## config.mk

```make
export PLATFORM = sky130hd
export DESIGN_NAME = fsd_pos
export DESIGN_NICKNAME = d
export VERILOG_FILES = /design/src/fsd_pkg.sv /design/src/fsd_pos.sv
export SDC_FILE = /design/constraint.sdc
export NUM_CORES = 1
export LEC_CHECK = 0
export BUFFER_PORTS_ARGS = -buffer_cell sky130_fd_sc_hd__clkbuf_2
export CORE_ASPECT_RATIO = 0.8
export CORE_MARGIN = 3
export CORE_UTILIZATION = 54
export CTS_CLUSTER_DIAMETER = 150
export DETAILED_ROUTE_END_ITERATION = 8
export GPL_TIMING_DRIVEN = 0
export PLACE_DENSITY = 0.84
export SETUP_SLACK_MARGIN = 0.1
export SLEW_MARGIN = 20
export SYNTH_ARGS = -nofsm -noshare
export SYNTH_HDL_FRONTEND = slang
export SYNTH_SLANG_ARGS = --single-unit
```

## constraint.sdc

```tcl
create_clock -name clk -period 4.5 [get_ports clk]
set_input_delay 0.9 -clock clk [delete_from_list [all_inputs] [get_ports clk]]
set_output_delay 0.9 -clock clk [all_outputs]
set_load 0.005 [all_outputs]
```

## src/fsd_pkg.sv

```systemverilog
package fsd_pkg;

  localparam int DEF_MAX_WIDTH  = 320;
  localparam int DEF_MAX_HEIGHT = 240;
  localparam int DEF_ERR_FRAC   = 4;

  localparam int PIX_W        = 8;
  localparam int COLOR_W      = 3;
  localparam int FB_ADDR_W    = 17;
  localparam int IN_DATA_W    = 24;
  localparam int OUT_DATA_W   = 24;
  localparam int CFG_WIDTH_W  = 9;
  localparam int CFG_HEIGHT_W = 8;
  localparam int CFG_DATA_W   = 9;
  localparam int CFG_ADDR_W   = 1;

  localparam logic [CFG_ADDR_W-1:0] CFG_IMAGE_WIDTH  = 1'b0;
  localparam logic [CFG_ADDR_W-1:0] CFG_IMAGE_HEIGHT = 1'b1;

  localparam logic [CFG_WIDTH_W-1:0]  RST_IMAGE_WIDTH  = 9'd320;
  localparam logic [CFG_HEIGHT_W-1:0] RST_IMAGE_HEIGHT = 8'd240;

  typedef struct packed {
    logic last_col;
    logic last_row;
    logic have_above;
  } pos_flags_t;

endpackage

```

## src/fsd_pos.sv

```systemverilog
module fsd_pos import fsd_pkg::*; #(
  parameter int MAX_WIDTH  = DEF_MAX_WIDTH,
  parameter int MAX_HEIGHT = DEF_MAX_HEIGHT
) (
  input  logic                          clk,
  input  logic                          rst_n,
  input  logic                          step,
  input  logic [CFG_WIDTH_W-1:0]        image_width,
  input  logic [CFG_HEIGHT_W-1:0]       image_height,
  output logic [$clog2(MAX_WIDTH)-1:0]  col,
  output logic [$clog2(MAX_HEIGHT)-1:0] row,
  output pos_flags_t                    flags
);

  localparam int COL_W = $clog2(MAX_WIDTH);
  localparam int ROW_W = $clog2(MAX_HEIGHT);
  localparam int CWX   = (COL_W > CFG_WIDTH_W) ? COL_W : CFG_WIDTH_W;
  localparam int RWX   = (ROW_W > CFG_HEIGHT_W) ? ROW_W : CFG_HEIGHT_W;

  logic [COL_W-1:0] col_r, col_nxt;
  logic [ROW_W-1:0] row_r, row_nxt;
  logic [CWX-1:0]   wlim;
  logic [RWX-1:0]   hlim;

  // last column / last row index, zero size acts as one, clamped to the maximum
  always_comb begin
    if (image_width == '0) begin
      wlim = '0;
    end else begin
      wlim = CWX'(image_width) - CWX'(1);
    end
    if (wlim > CWX'(MAX_WIDTH - 1)) begin
      wlim = CWX'(MAX_WIDTH - 1);
    end
    if (image_height == '0) begin
      hlim = '0;
    end else begin
      hlim = RWX'(image_height) - RWX'(1);
    end
    if (hlim > RWX'(MAX_HEIGHT - 1)) begin
      hlim = RWX'(MAX_HEIGHT - 1);
    end
  end

  assign flags.last_col   = CWX'(col_r) >= wlim;
  assign flags.last_row   = RWX'(row_r) >= hlim;
  assign flags.have_above = row_r != '0;
  assign col = col_r;
  assign row = row_r;

  always_comb begin
    col_nxt = col_r;
    row_nxt = row_r;
    if (step) begin
      if (flags.last_col) begin
        col_nxt = '0;
        row_nxt = flags.last_row ? '0 : row_r + ROW_W'(1);
      end else begin
        col_nxt = col_r + COL_W'(1);
      end
    end
  end

  always_ff @(posedge clk) begin
    if (!rst_n) begin
      col_r <= '0;
      row_r <= '0;
    end else begin
      col_r <= col_nxt;
      row_r <= row_nxt;
    end
  end

`ifndef SYNTH
  a_col_range: assert property (@(posedge clk) disable iff (!rst_n)
    col_r <= COL_W'(MAX_WIDTH - 1))
    else $error("column count out of range");
  a_row_range: assert property (@(posedge clk) disable iff (!rst_n)
    row_r <= ROW_W'(MAX_HEIGHT - 1))
    else $error("row count out of range");
`endif

endmodule

```

Word-level counts from Yosys, hierarchy flattened
Cells that the tools add are included.
{"block": "classes", "add_sub_neg": 4, "n_mul": 0, "div_mod_pow": 0, "magnitude_cmp": 4, "n_eq_ne": 0, "shifts": 0, "muxes": 6, "bitwise_logic": 0, "n_reduce_logical": 4}
{"cell": "$mux 9", "n": 3}
{"cell": "$mux 8", "n": 3}
{"cell": "$add 9x1->9 const B", "n": 1}
{"cell": "$ge 9x9->1", "n": 1}
{"cell": "$gt 9x9->1 const B", "n": 1}
{"cell": "$logic_not 9->1", "n": 1}
{"cell": "$sub 9x1->9 const B", "n": 1}
{"cell": "$add 8x1->8 const B", "n": 1}
{"cell": "$ge 8x8->1", "n": 1}
{"cell": "$gt 8x8->1 const B", "n": 1}
{"cell": "$logic_not 8->1", "n": 1}
{"cell": "$reduce_bool 8->1", "n": 1}
{"cell": "$sub 8x1->8 const B", "n": 1}
{"cell": "$reduce_and 2->1", "n": 1}
{"block": "word_totals", "ff_bits": 17, "latch_bits": 0, "mem_bits_rw": 0, "mem_bits_ro": 0, "inputBits": 20, "out_inout_bits": 20, "word_cells": 20, "memories": 0}

Longest topological paths before layout
{"block": "depth", "word_depth": 6, "depth_mapped": 16, "ltp_nobuf": 16}

Worst setup path before layout
No wires, ideal clock.
{"block": "synth_path", "path_kind": "in2out", "start": "input image_width[0]", "end": "output flags[2] in the netlist's numbering", "arrival_ns": 3.302, "required_ns": 3.600, "slack_ns": 0.298, "stages": 13, "n_path_buf": 1, "path_cell_list": "inv_1 -> ha_1 -> or3b_1 -> or3_1 -> buf_2 -> nand2b_4 -> nor3_4 -> o21ai_1 -> ha_1 -> nand2b_1 -> a41oi_1 -> or3b_1 -> nand2_1"}
{"element": "start: declaration", "line": "fsd_pos.sv:8", "text": "input logic [CFG_WIDTH_W-1:0] image_width,"}
{"element": "end: declaration", "line": "fsd_pos.sv:12", "text": "output pos_flags_t flags"}

==> qor.txt <==
Largest net degree at the start of global routing = 12
I/O pins = 40
Synth warnings = 0
Dpl cells = 280
Hold slack = 580 ps
Pleak = 1.01 nW
Core area = 2850 um^2
Post-route setup TNS = -24.5 ps
Wire per inst = 16.1 um
Most frequent cells in the layout = 30 x clkbuf_2, 18 x nor2_1, 18 x ha_1, 17 x dfxtp_1, 13 x buf_4
Top-area cell type share of the netlist area = 20.4%
Net switching power figure = 114 uW
RSZ-0062 raised after global routing = true
Tcrit/Tclk final = 101%
Syn_nets = 248
Clk_skew = 3.65 ps
Area of the die = 3800 um^2
Area delta synth->final = 38.5%
Setup CP Type = in2out
Number of buffers created by CTS = 3
Share of cells above drive strength 1 = 36.5%
DRC Markers = 0
Total track usage = 22.5%
Commonest non-fill, non-tap cell in the layout = clkbuf_2
Worst R2R Start = col[0]
Post-synth top area cell = dfxtp_1
DIE WIDTH = 68.2 um
End point of the critical path = flags[2]
Final Util = 81.1%
Initial core utilization = 58.6%
H-tree depth = 1
F_max = 221 MHz
Xor/xnor cell area share of the yosys netlist = 6.82%
Top FF cell, synth = dfxtp_1
Final Setup Violations = 1
Worst vdd ir = 0.295 mV
Synth Register Bits = 17
Input/output buffers = 37
Minimum clock period = 4520 ps
Clk slew on worst S/H paths = 70 ps
CP Max Fanout = 6
Internal cell power = 268 uW
Tot Pwr = 382 uW
Remaining antenna violation count = 0
Pre-CTS setup slack = -129 ps
Placed cell area = 1900 um^2
Part of the power in combinational logic = 27.7%
Num rows = 17
Critical path endpoint category = output pin
Clock latency on the worst-skew pair = 260 ps
Gp weighted congestion = 0.849
# nets final = 304
Synthesized cell area = 1670 um^2
Initial antenna violation count = 0
Power share of the clock group = 31.3%
Fill cell count = 178
CTS Buffer Depth = 2
DR iter-0 viols = 60
Compound-Gate Fraction of Synth Area = 20.3%
Vias per cell = 5.91
R2R Path End = row[5]
FFs w/ async S/R, synth = 0%
Hpwl dp = 2.89 mm
Final hold vios = 0
Proportion of synthesized area in mux cells = 2.40%
Synth unique cells = 50
Root Driver = clkbuf_8
Drt total wl = 4.81 mm
Crit path from = image_width[0]
First-pass GRT wire length = 6.75 mm
R2R Setup Slk = 2130 ps
Chip height = 55.7 um
Worst Path Arrival = 3620 ps
CTS sink count = 17
Multi-input gate area = 1440 um^2
Failing checks = setup timing
Net Sw Frac = 29.8%
Fraction of the mapped netlist area in adder cells = 17.2%
Worst-Margin Slew = 456 ps
Sequential share of power = 41.0%
Min-Delay Path Class = reg2reg
Hold buffers post-CTS = 0
Max cap viols = 0
Vias in the first global route = 1501
Power Density = 165 nW/um^2
Largest family of logic cells by synthesized area = simple AND/OR/NAND/NOR gates
Mean Syn Cell Area = 8.14 um^2
Cells after Synth = 205
Via count = 1761
TritonCTS clock tree = built
Worst Path Required = 3600 ps
Design area = 2310 um^2
Status = complete, but fails checks
Startpoint types = input pin
Grt ovf = 0
Sequential cell area fraction in the yosys report = 20.4%
Worst relative slew slack = 69.3%
Antenna fix cells = 0
Largest cells by area after synthesis = dfxtp_1 20%, ha_1 17%, o21a_1 4.9%
Reg2Reg Depth = 9
Register area = 340 um^2
Final WS setup = -24.5 ps
Layout Cells excl Fill = 298
DR pass1 iterations = 4
Fin. max-slew vios = 0
Synth Area in Simple Gates = 29.4%
EDFF count, synth = 0
[state kept, by name, indices dropped and copies added, names as in the netlist]
register,count
row,8
col,9
[cell families after synthesis]
| logic type | count (synthesis) |
|---|---|
| multiplexers | 4 |
| adder cells (fa/ha/maj) | 23 |
| XOR/XNOR | 13 |
| AND/OR/NAND/NOR | 84 |
| buffers and inverters | 15 |
| AO/OA/AOI/OAI | 49 |
| flip-flops | 17 |
[timing repair]
action                                  4_1_cts  5_1_grt
pin swaps                                     9       13
endpoints found under the setup margin        2        2
endpoints found under the hold margin         0        0
buffers inserted                             10        4
resized for setup                            18       45
[Yosys cell counts, drive strengths merged (2+ instances only)]
library cell / number
or3: 4
inv: 11
o31ai: 2
dfxtp: 17
or3b: 2
xor2: 9
ha: 23
and3: 4
nor3b: 3
nor2: 20
nand2: 11
or4: 2
o21a: 11
a21o: 3
o21ai: 7
nand2b: 7
a21oi: 13
nand4: 8
xnor2: 4
nor3: 7
and2: 2
nand3: 10
clkbuf: 2
mux2i: 4
[worst min path at each step]
| stage | slack, ps | endpoint | cells past startpoint | startpoint |
|---|---|---|---|---|
| 2_1_floorplan | 520 | row[6] | 2 | row[6] |
| 3_3_place_gp | 560 | col[8] | 2 | col[8] |
| 3_5_place_dp | 570 | row[6] | 2 | row[6] |
| 4_1_cts | 580 | row[6] | 2 | row[6] |
| 6_report | 580 | col[8] | 2 | col[8] |
| 5_1_grt | 620 | col[8] | 2 | col[8] |
[worst max-delay path, cell delays in order]
cell,delay (ps)
clkbuf_16,130
inv_6,50
ha_4,110
or3b_4,370
or3_4,330
buf_6,140
nand3_2,60
o21a_1,170
o211ai_4,130
o21a_1,150
ha_1,310
nand4_1,170
or3b_4,430
nand2_2,60
clkbuf_2,110
[cell type report]
cell class	count	area share [%]
multi-input combinational	173	62.3
timing repair buffer	51	15.5
sequential	17	14.7
inverter	12	2.49
tap	38	2.06
clock buffer	3	1.79
buffer	3	0.812
clock inverter	1	0.325
[power groups by stage]
stage                     clock [mW]  sequential [mW]  combinational (mW)
final                          0.120            0.157               0.106
after global placement             0            0.160              0.0694
after detailed placement           0            0.160              0.0714
after CTS                      0.119            0.157              0.0853
after floorplan                    0            0.159              0.0469
after global routing           0.123            0.157               0.117
[metal layers]
metal  up-vias  track usage [%]  share of wire, %
li1        868                -                 -
met1       818             30.4                43
met2        58             36.3                49
met3        17             2.83               4.4
met4         0             7.37               3.3
met5         -                0                 0
No activity file was read; power rests on OpenSTA's default activity.
